**src/rtl/core/tptld_pkg.sv**
```systemverilog
// Shared constants, register codes and table-building functions for the two-piece t log density.
package tptld_pkg;

    // Default sizes handed to the top level parameters.
    localparam int LOG_TABLE_DEPTH_DEF = 64;
    localparam int SUM_WIDTH_DEF       = 48;

    // Field and datapath widths.
    localparam int DATA_W    = 32;
    localparam int CFG_IDX_W = 3;
    localparam int TW_W      = 25;
    localparam int IDOF_W    = 28;
    localparam int MODE_W    = 2;
    localparam int NLL_W     = 48;
    localparam int PROD_W    = 64;
    localparam int Y_W       = 93;
    localparam int Y_FRAC    = 56;
    localparam int LZ_W      = 6;
    localparam int L_W       = 38;
    localparam int TERM_W    = 47;
    localparam int DENS_W    = 49;
    localparam int NORM_STEPS = 6;
    localparam int EXP_TOP   = Y_W - 1 - Y_FRAC;

    // Lowest log density, log(1e-100) in Q16.16.
    localparam logic signed [DATA_W-1:0] FLOOR_Q16 = -32'sd15090221;

    // Configuration register indexes.
    localparam logic [CFG_IDX_W-1:0] REG_LOCATION        = 3'd0;
    localparam logic [CFG_IDX_W-1:0] REG_INV_SCALE_BELOW = 3'd1;
    localparam logic [CFG_IDX_W-1:0] REG_INV_SCALE_ABOVE = 3'd2;
    localparam logic [CFG_IDX_W-1:0] REG_OFFSET_BELOW    = 3'd3;
    localparam logic [CFG_IDX_W-1:0] REG_OFFSET_ABOVE    = 3'd4;
    localparam logic [CFG_IDX_W-1:0] REG_TAIL_WEIGHT     = 3'd5;
    localparam logic [CFG_IDX_W-1:0] REG_INV_DOF         = 3'd6;
    localparam logic [CFG_IDX_W-1:0] REG_DENSITY_MODE    = 3'd7;

    // Density mode codes; any other code means invalid parameters.
    localparam logic [MODE_W-1:0] MODE_STUDENT = 2'd0;
    localparam logic [MODE_W-1:0] MODE_NORMAL  = 2'd1;

    // Restoring division by shift and subtract, for elaboration-time table building only.
    function automatic logic [63:0] udiv64(input logic [63:0] num, input logic [63:0] den);
        logic [64:0] rem;
        logic [63:0] quo;
        rem = '0;
        quo = '0;
        for (int b = 63; b >= 0; b--) begin
            rem = {rem[63:0], num[b]};
            if (rem >= {1'b0, den}) begin
                rem    = rem - {1'b0, den};
                quo[b] = 1'b1;
            end
        end
        return quo;
    endfunction

    // ln(1 + idx/n) in Q0.32 from the series 2*atanh(idx / (2n + idx)), truncated.
    function automatic logic [31:0] ln_ratio(input int unsigned idx, input int unsigned n);
        logic [63:0] s;
        logic [63:0] s2;
        logic [63:0] term;
        logic [63:0] sum;
        s    = udiv64(64'(idx) << 32, 64'(2 * n + idx));
        s2   = (s * s) >> 32;
        term = s;
        sum  = '0;
        for (int k = 1; k < 200; k += 2) begin
            if (term != 64'd0) begin
                sum  = sum + udiv64(term, 64'(k));
                term = (term * s2) >> 32;
            end
        end
        return 32'(sum << 1);
    endfunction

endpackage

```
**src/rtl/core/tptld_log_tab.sv**
```systemverilog
// Constant table of ln(1 + i/DEPTH) with a registered base and slope lookup.
module tptld_log_tab #(
    parameter int DEPTH = tptld_pkg::LOG_TABLE_DEPTH_DEF
) (
    input  logic                          i_clk,
    input  logic                          i_load,
    input  logic [$clog2(DEPTH)-1:0]      i_idx,
    output logic [tptld_pkg::DATA_W-1:0]  o_base,
    output logic [tptld_pkg::DATA_W-1:0]  o_step,
    output logic [tptld_pkg::DATA_W-1:0]  o_ln2
);
    import tptld_pkg::*;

    localparam int TAB_W = $clog2(DEPTH + 1);

    logic [DATA_W-1:0] w_tab [DEPTH+1];
    logic [TAB_W-1:0]  w_lo_addr;
    logic [TAB_W-1:0]  w_hi_addr;
    logic [DATA_W-1:0] r_base;
    logic [DATA_W-1:0] r_step;

    // Each entry is folded to a constant at elaboration.
    for (genvar gi = 0; gi <= DEPTH; gi++) begin : g_entry
        localparam logic [DATA_W-1:0] C_ENTRY = ln_ratio(gi, DEPTH);
        assign w_tab[gi] = C_ENTRY;
    end

    // Neighboring entries bracket the mantissa.
    assign w_lo_addr = TAB_W'(i_idx);
    assign w_hi_addr = w_lo_addr + TAB_W'(1);

    // Base value and slope of the interval, held until the next lookup.
    always_ff @(posedge i_clk) begin
        if (i_load) begin
            r_base <= w_tab[w_lo_addr];
            r_step <= w_tab[w_hi_addr] - w_tab[w_lo_addr];
        end
    end

    assign o_base = r_base;
    assign o_step = r_step;
    // The last entry is ln 2, the weight of one binary exponent.
    assign o_ln2  = w_tab[DEPTH];

endmodule

```
**config.mk**
```make
export PLATFORM = sky130hd
export DESIGN_NAME = tptld_log_tab
export DESIGN_NICKNAME = d
export VERILOG_FILES = /design/src/rtl/core/tptld_pkg.sv /design/src/rtl/core/tptld_log_tab.sv
export SDC_FILE = /design/constraint.sdc
export NUM_CORES = 1
export LEC_CHECK = 0
export BUFFER_PORTS_ARGS = -buffer_cell sky130_fd_sc_hd__clkbuf_2
export CAP_MARGIN = 20
export CORE_MARGIN = 10
export CORE_UTILIZATION = 37
export DETAILED_ROUTE_END_ITERATION = 10
export PLACE_DENSITY = 0.55
export SYNTH_ARGS = -nofsm -noshare
export SYNTH_HDL_FRONTEND = slang
export SYNTH_SLANG_ARGS = --single-unit
```
**constraint.sdc**
```tcl
create_clock -name i_clk -period 7.1 [get_ports i_clk]
set_input_delay 1.065 -clock i_clk [delete_from_list [all_inputs] [get_ports i_clk]]
set_output_delay 1.065 -clock i_clk [all_outputs]
set_load 0.1 [all_outputs]
```
==> results of run 1 <==
==> power by group <==
group	switching (mW)	internal, mW	total, mW
logic	1.51	0.448	1.96
clock network	0.171	0.308	0.479
registers	0.0219	0.531	0.553
==> how the worst max path moves through the flow <==
| stage | from | endpoint | cells past startpoint | slack, ns |
|---|---|---|---|---|
| after floorplan | i_idx[2] | o_step[31]$_DFFE_PP_ | 20 | 1.66 |
| after global placement | i_idx[1] | o_step[29]$_DFFE_PP_ | 17 | 0.85 |
| after detailed placement | i_idx[1] | o_step[31]$_DFFE_PP_ | 17 | 0.80 |
| after CTS | i_idx[1] | o_step[31]$_DFFE_PP_ | 17 | 1.14 |
| after global routing | i_idx[1] | o_step[31]$_DFFE_PP_ | 17 | 0.71 |
| final | i_idx[1] | o_step[31]$_DFFE_PP_ | 16 | 0.89 |
==> placed cells by master (no fill, tap or decap), types with 7 or more instances in the layout <==
cell,synthesis,routed
nor2_1,156,155
inv_1,44,44
o211ai_1,34,34
nor3_1,41,41
clkbuf_16,0,9
buf_4,39,43
a21oi_1,145,145
nand4_1,10,10
xor2_1,8,7
nand2b_1,8,8
or3_1,10,10
a31oi_1,23,23
nor2b_1,13,13
a221oi_1,7,7
o311ai_0,13,13
mux2i_1,7,7
a311oi_1,21,21
a211oi_1,47,47
clkbuf_2,0,66
o21ai_0,141,141
nand2_1,167,167
o31ai_1,7,7
o21a_1,14,14
a21o_1,14,14
conb_1,2,34
edfxtp_1,62,62
a21boi_0,7,7
xnor2_1,26,25
ha_1,62,61
nand3_1,41,41
o21ai_1,9,9
==> sequential cells by signal, indices dropped and copies added (netlist names) <==
name,cells
o_base,31
o_step,31
==> layout make-up <==
| cell class | count | area, um^2 |
|---|---|---|
| clock inverters | 7 | 97.6 |
| clock buffers | 9 | 225 |
| flip-flops and latches | 62 | 1860 |
| multi-input cells | 1181 | 7160 |
| repair buffers | 114 | 738 |
| fillers | 2780 | 15600 |
| inverters | 46 | 173 |
| well taps | 335 | 419 |
==> layer usage <==
layer	part of all wire [%]	wire length (um)	global-route usage, %
met1	44	19200	35.8
met2	41	18100	36.0
met3	11	4680	3.99
met4	4.8	2120	12.1
met5	0	0	0
==> logic make-up after synthesis <==
kind of cell	count (synthesis)	synth area share, %
and+or+nand+nor	479	21.3
other	2	0.0754
muxes	15	1.95
AOI/OAI and AO/OA	554	35.7
adders and majority gates	63	7.99
DFF	62	18.7
buffers and inverters	229	11.0
xor gates and xnor gates	36	3.32
==> metrics by stage <==
stage          util (%)  area [um^2]  power [mW]
2_1_floorplan         -        10100        2.09
3_3_place_gp       39.4        10400        2.49
3_5_place_dp       39.4        10400        2.48
4_1_cts            40.6        10700        2.97
5_1_grt            40.6        10700        3.14
6_report           40.6        10700        2.99
==> qor.csv, run 1 <==
metric,value,unit
status,"complete, no violations",
least setup slack across all paths after layout,0.894,ns
most frequently used flop master after synthesis,edfxtp_1,
count of hold-fix buffers inserted at cts,0,
Core Rows,59,
cell family with most CP delay,compound AO/OA/AOI/OAI gates,
total instance count after detailed placement,1738,
final critical-path share of the clock period,87.4,%
GRT Residual Overflow,0,
Min-Delay Startpoint,i_load,
clock root buffer master,clkbuf_16,
max_cap viols,0,
area growth from synthesis to layout,7.20,%
via count,11400,
global-route wire length before repair,67.0,mm
top-level I/O count,104,
summed instance area of the synthesized netlist,0.00996,mm^2
number of instances in the synthesized netlist,1440,
cell-by-cell listing of the critical path,"clkbuf_2, inv_1, ha_1, inv_1, nand2_1, a311oi_1, a211oi_1, a21oi_1, ha_1, nand3_1, a21o_1, o21bai_1, a21oi_1, o21a_1, o31ai_1, xnor2_1",
Synth area leaders,"edfxtp_1 (19%), ha_1 (7.8%), a21oi_1 (7.3%), o21ai_0 (7.1%), nand2_1 (6.3%)",
path type of the worst min-delay path,in -> reg,
final cell count without fillers,1754,
antenna violations before repair,0,
post-route worst hold slack,1.40,ns
relative slew slack,36.4,%
buffers added on ports,69,
number of buffers and inverters on the critical path,3,
number of nets in the finished design,1485,
average vias per placed instance,6.50,
routability cong.,1.02,
top cell types by occurrence after synthesis,"nand2_1 (167), nor2_1 (156), a21oi_1 (145)",
maximum clock insertion buffer count,2,
Die W,184,um
remaining antenna violation count after routing,0,
number of synthesized flops with an enable pin,62,
DRT Wirelength,44.1,mm
total clock sinks,62,
post-CTS setup repair buffer count,0,
post-CTS resize count,0,
peak per-stage delay on the critical path,0.94,ns
Synth cell types,80,
maximum number of pins on one net before global-route repair,89,
mean post-synth cell area,6.92,um^2
WHS Path Cells,2,
clock-pin slew of the registers on the worst-case setup and hold paths,0.06,ns
Hold Path Sink,o_base[24]$_DFFE_PP_,
Setup Crit Path Kind,in -> reg,
maximum clock frequency,161,MHz
arrival time of data at the critical path endpoint,6.29,ns
residual DRC count,0,
accumulated negative setup slack,0,ns
HPWL Detailed,32.4,mm
number of synthesis warnings,0,
RSZ-0062 raised after global routing,false,
Yosys top cell area share,18.7,%
Max Slew Vio Count,0,
library cell occupying the most area in the post-synthesis netlist,edfxtp_1,
drt first pass iters,6,
pin slew with the least headroom to its limit,0.953,ns
Post-synth ARST share,0,%
cell with the largest stage delay on the worst path,ha_1,
antenna fix cells,0,
count of final hold-check violations,0,
Detailed Route Iter0 Violations,2113,
"Min Clock Period, post-route",6.21,ns
CP endpoint kind,register,
pwr dens,280,mW/mm^2
worst slack at placement,0.796,ns
Yosys reg bits,62,
mean routed wirelength per cell,25.2,um
CP max FO,17,
vias in the first global route,10500,
Die Area,0.0339,mm^2
startpoint types,input port,
Static Leak,4.21,nW
total global-route track usage,25.2,%
clock tree from TritonCTS,done,
die boundary height,184,um
starting utilization of the core area,37.9,%
final-report setup violation count,0,
H-tree levels,3,
"Req. time, crit path",7.18,ns
most common cell in the synthesized netlist,nand2_1,
CTS Buf Count,9,
Peak supply drop,148,uV
area of the core,0.0263,mm^2
proportion of layout cells with a drive suffix above 1,11.6,%
portion of the post-synthesis area used by sequential elements,18.7,%
No activity file was read; power rests on OpenSTA's default activity.
==> run 2, diff against run 1 <==
--- a/config.mk
+++ b/config.mk
@@ -6,11 +6,10 @@
 export NUM_CORES = 1
 export LEC_CHECK = 0
 export BUFFER_PORTS_ARGS = -buffer_cell sky130_fd_sc_hd__clkbuf_2
-export CAP_MARGIN = 20
 export CORE_MARGIN = 10
 export CORE_UTILIZATION = 37
 export DETAILED_ROUTE_END_ITERATION = 10
-export PLACE_DENSITY = 0.55
+export PLACE_DENSITY_LB_ADDON = 0.15
 export SYNTH_ARGS = -nofsm -noshare
 export SYNTH_HDL_FRONTEND = slang
 export SYNTH_SLANG_ARGS = --single-unit
==> run 2 against run 1 <==
Compared with the run above: final area about the same; count of clock-buffer cells in the layout stayed put; first-iteration DRC count is 11% lower; non-clock buffer count increased by 3; critical path depth is 2 higher; sequential power about the same; power fell by 0.50%; wire length increased by 1.5%; global-route usage up 0.15 points; core utilization is essentially flat; fmax increased by 1.2%; die area stayed put.
==> qor.csv, run 2 (synthesis results as in run 1) <==
metric,value,unit,change
status,"complete, no violations",,
vias in the first global route,10400,,-1.1%
"Min Clock Period, post-route",6.13,ns,-0.0718 ns
Detailed Route Iter0 Violations,1874,,-11%
maximum number of pins on one net before global-route repair,70,,-21%
Met3 Routed Length,5.42,mm,+16%
count of hold-fix buffers inserted at cts,0,,unchanged
"Req. time, crit path",7.18,ns,about the same
final critical-path share of the clock period,86.4,%,-1.0 points
top-level I/O count,104,,unchanged
Setup Crit Path Kind,in -> reg,,
cell area after layout,0.0107,mm^2,about the same
DRT Wirelength,44.8,mm,+1.5%
worst setup path startpoint,i_idx[1],,
clock tree from TritonCTS,done,,
"leading cell type in the layout, fill and taps excluded",nand2_1,,
Core Rows,59,,unchanged
pwr dens,279,mW/mm^2,-0.43%
total clock sinks,62,,unchanged
remaining antenna violation count after routing,0,,unchanged
GRT Residual Overflow,0,,unchanged
uppermost signal routing layer after detailed routing,met5,,
Die W,184,um,unchanged
max_cap viols,0,,unchanged
post-route total power,2.98,mW,-0.50%
average vias per placed instance,6.59,,+1.3%
area growth from synthesis to layout,7.12,%,about the same
residual DRC count,0,,unchanged
H-tree levels,3,,unchanged
total global-route track usage,25.3,%,+0.15 points
post-CTS resize count,0,,unchanged
Max Slew Vio Count,0,,unchanged
CTS Buf Count,9,,unchanged
arrival time of data at the critical path endpoint,6.21,ns,-0.08 ns
startpoint types,input port,,
die boundary height,184,um,unchanged
post-CTS setup repair buffer count,0,,unchanged
final cell count without fillers,1757,,+0.17%
antenna violations before repair,1,,+1
HPWL Detailed,33.0,mm,+1.8%
path type of the worst min-delay path,in -> reg,,
global-route wire length before repair,67.0,mm,about the same
worst setup path endpoint,o_step[31]$_DFFE_PP_,,
relative slew slack,22.7,%,-14 points
Peak supply drop,135,uV,-9.0%
clock-pin slew of the registers on the worst-case setup and hold paths,0.06,ns,about the same
Die Area,0.0339,mm^2,unchanged
RSZ-0062 raised after global routing,false,,
clock root buffer master,clkbuf_16,,
Met2 Routed Length,18.2,mm,+0.64%
Placed Instance Area,0.0104,mm^2,about the same
number of nets in the finished design,1488,,+0.20%
post-route worst hold slack,1.40,ns,-0.00344 ns
total instance count after detailed placement,1741,,+0.17%
final-report setup violation count,0,,unchanged
area of the core,0.0263,mm^2,unchanged
mean routed wirelength per cell,25.5,um,+1.3%
Static Leak,4.22,nW,+0.15%
via count,11600,,+1.5%
buffers added on ports,69,,unchanged
accumulated negative setup slack,0,ns,unchanged
maximum clock frequency,163,MHz,+1.2%
least setup slack across all paths after layout,0.966,ns,+0.0718 ns
starting utilization of the core area,37.9,%,unchanged
worst slack at placement,0.918,ns,+0.122 ns
CP max FO,17,,unchanged
maximum clock insertion buffer count,2,,unchanged
"leading cell types in the layout, fill and taps excluded","nand2_1 (167), nor2_1 (155), a21oi_1 (145), o21ai_0 (141), clkbuf_2 (66)",,
pin slew with the least headroom to its limit,1.16,ns,+0.206 ns
final core utilization,40.6,%,about the same
proportion of layout cells with a drive suffix above 1,11.5,%,-0.016 points
drt first pass iters,6,,unchanged
CP endpoint kind,register,,
count of final hold-check violations,0,,unchanged
WL met1,19.1,mm,-0.89%
routability cong.,1.02,,-0.26%
run 2: cell types whose count changed in the layout (fill, tap and decap cells not counted):
cell,delta
inv_6,-1
buf_12,-1
buf_4,+4
diode_2,+1
clkinv_1,+2
clkinvlp_4,-2
clkinv_4,-1
clkinv_2,+1
run 2: area by class of cell:
class / instances / area [um^2]
fill: 2810 / 15600
multi-input combinational: 1181 / 7160
sequential: 62 / 1860
timing repair buffer: 117 / 748
tap: 335 / 419
clock buffer: 9 / 225
inverter: 46 / 173
clock inverter: 6 / 77.6
antenna: 1 / 2.50
run 2: worst min path at each step:
stage                          from              endpoint  slack, ns  depth (start not counted)
3_5_place_dp   o_step[13]$_DFFE_PP_            o_step[13]       1.77                          1
6_report                     i_load  o_base[24]$_DFFE_PP_       1.40                          2
5_1_grt                      i_load  o_base[24]$_DFFE_PP_       1.47                          2
4_1_cts                      i_load  o_base[24]$_DFFE_PP_       1.44                          2
2_1_floorplan                i_load  o_base[10]$_DFFE_PP_       1.18                          0
3_3_place_gp                 i_load  o_base[24]$_DFFE_PP_       1.77                          2
run 2: per-layer routing:
layer / track usage [%] / vias to the layer above
met5: 0 / -
met3: 6.07 / 124
li1: - / 5185
met4: 11.0 / 2
met2: 36.2 / 843
met1: 35.3 / 5424
run 2: worst max-delay path, cell delays in order:
cell and delay, ns:
clkbuf_2 0.22, inv_1 0.45, ha_1 1.04, buf_4 0.40, nor2_1 0.06, nor2_1 0.47, nand2_1 0.15, o311a_1 0.20
mux4_2 0.48, nand2_1 0.11, ha_1 0.34, a21oi_1 0.39, nor2_1 0.08, o21ai_0 0.24, nand2b_1 0.10, a21oi_1 0.17
o31ai_1 0.11, xnor2_1 0.13
run 2: power breakdown:
group,internal [mW],switching [mW]
registers,0.531,0.0227
logic,0.448,1.51
clock network,0.301,0.158
==> run 3, diff against run 2 <==
==> constraint.sdc (replaced) <==
create_clock -name i_clk -period 7.1 [get_ports i_clk]
set_input_delay 1.42 -clock i_clk [delete_from_list [all_inputs] [get_ports i_clk]]
set_output_delay 1.42 -clock i_clk [all_outputs]
set_load 0.1 [all_outputs]
==> run 3 against run 2 <==
Compared with the run above: critical path depth up 1; highest routed layer unchanged; sequential share of layout area is essentially flat; power is essentially flat; sequential power hardly changed; non-clock buffer count up 4; setup slack better by 0.027 ns; critical path type unchanged; clock power fell by 1%.
==> qor.csv, run 3 (synthesis results as in run 1) <==
metric,value,unit,change
vias in the first global route,10400,,-0.29%
"Min Clock Period, post-route",6.11,ns,-0.0266 ns
worst setup path endpoint,o_step[27]$_DFFE_PP_,,
Detailed Route Iter0 Violations,2023,,+8.0%
"leading cell type in the layout, fill and taps excluded",nand2_1,,
final critical-path share of the clock period,86.0,%,-0.37 points
Core Rows,59,,unchanged
Static Leak,4.24,nW,+0.50%
relative slew slack,15.8,%,-6.9 points
Die W,184,um,unchanged
Setup Crit Path Kind,in -> reg,,
accumulated negative setup slack,0,ns,unchanged
post-CTS setup repair buffer count,0,,unchanged
total global-route track usage,25.4,%,+0.072 points
worst setup path startpoint,i_idx[2],,
Placed Instance Area,0.0104,mm^2,+0.29%
count of final hold-check violations,0,,unchanged
buffers added on ports,69,,unchanged
area of the core,0.0263,mm^2,unchanged
CP endpoint kind,register,,
final-report setup violation count,0,,unchanged
routability cong.,1.01,,-0.81%
max_cap viols,0,,unchanged
fraction of met1 tracks used by global routing,34.9,%,-0.33 points
DRT Wirelength,44.7,mm,-0.12%
CTS Buf Count,9,,unchanged
maximum clock frequency,164,MHz,+0.44%
Peak supply drop,141,uV,+4.2%
number of nets in the finished design,1492,,+0.27%
clock-pin slew of the registers on the worst-case setup and hold paths,0.06,ns,about the same
path type of the worst min-delay path,in -> reg,,
cell area after layout,0.0107,mm^2,+0.28%
via count,11400,,-1.6%
average vias per placed instance,6.47,,-1.8%
arrival time of data at the critical path endpoint,6.18,ns,-0.03 ns
drt first pass iters,7,,+1
H-tree levels,3,,unchanged
startpoint types,input port,,
remaining antenna violation count after routing,0,,unchanged
die boundary height,184,um,unchanged
count of hold-fix buffers inserted at cts,0,,unchanged
HPWL Detailed,32.9,mm,-0.15%
global-route wire length before repair,66.8,mm,-0.28%
met3 track demand over resource,6.38,%,+0.32 points
maximum clock insertion buffer count,2,,unchanged
status,"complete, no violations",,
top-level I/O count,104,,unchanged
starting utilization of the core area,37.9,%,unchanged
maximum number of pins on one net before global-route repair,101,,+44%
"Req. time, crit path",7.17,ns,about the same
Die Area,0.0339,mm^2,unchanged
antenna violations before repair,1,,unchanged
area growth from synthesis to layout,7.42,%,
pin slew with the least headroom to its limit,1.26,ns,+0.0972 ns
clock tree from TritonCTS,done,,
pwr dens,278,mW/mm^2,-0.20%
clock root buffer master,clkbuf_16,,
Max Slew Vio Count,0,,unchanged
global-route track usage on met2,36.6,%,+0.35 points
post-CTS resize count,0,,unchanged
Most Crowded Layer GR,met2,,
GRT Residual Overflow,0,,unchanged
RSZ-0062 raised after global routing,false,,
CP max FO,15,,-2
residual DRC count,0,,unchanged
mean routed wirelength per cell,25.4,um,-0.35%
"leading cell types in the layout, fill and taps excluded","nand2_1 (167), nor2_1 (155), a21oi_1 (145), o21ai_0 (141), clkbuf_2 (66)",,
proportion of layout cells with a drive suffix above 1,11.8,%,+0.25 points
total clock sinks,62,,unchanged
-- run 3: layout make-up --
cell class | count | area [um^2]
clock buffers | 9 | 225
flip-flops and latches | 62 | 1860
well taps | 335 | 419
repair buffers | 121 | 778
fillers | 2818 | 15600
multi-input cells | 1181 | 7160
inverters | 46 | 173
clock inverters | 6 | 77.6
diodes | 1 | 2.50
-- run 3: where the power goes --
group / internal [mW] / switching (mW)
clock: 0.301 / 0.154
combinational: 0.452 / 1.52
sequential: 0.531 / 0.0232
total: 1.28 / 1.69
-- run 3: metal layers --
| layer | up-vias | routed length [um] |
|---|---|---|
| li1 | 5181 | - |
| met1 | 5300 | 18900 |
| met2 | 806 | 18400 |
| met3 | 107 | 5410 |
| met4 | 2 | 1950 |
| met5 | - | 45 |
-- run 3: worst min path at each step --
stage / slack, ns / end / cells past startpoint / start
2_1_floorplan: 1.53 / o_base[10]$_DFFE_PP_ / 0 / i_load
3_3_place_gp: 2.12 / o_base[24]$_DFFE_PP_ / 2 / i_load
3_5_place_dp: 2.13 / o_base[6] / 1 / o_base[6]$_DFFE_PP_
4_1_cts: 1.79 / o_base[24]$_DFFE_PP_ / 2 / i_load
5_1_grt: 1.83 / o_base[24]$_DFFE_PP_ / 2 / i_load
6_report: 1.77 / o_base[24]$_DFFE_PP_ / 2 / i_load
-- run 3: critical path, stage by stage --
cell,delay (ns)
buf_4,0.19
ha_1,0.52
a21boi_1,0.26
or2_2,0.50
nor2_1,0.42
o21ai_0,0.20
o311ai_1,0.11
o211ai_1,0.13
a21oi_1,0.34
ha_1,0.24
inv_1,0.06
fa_1,0.42
a21oi_1,0.27
o211a_1,0.22
o21bai_1,0.09
a21oi_1,0.21
o21a_1,0.27
o21ai_0,0.14
xor2_1,0.15
-- run 3: through the flow --
stage                     hold WS (ns)  worst slack (ns)  util [%]  power, mW  instances
final                             1.77             0.992      40.7       2.98       1761
after global routing              1.83             0.541      40.7       3.12       1760
after CTS                         1.79              1.10      40.7       2.96       1760
after detailed placement          2.13             0.787      39.5       2.50       1745
after global placement            2.12             0.826      39.5       2.52       1745
after floorplan                   1.53              1.31         -       2.09       1472
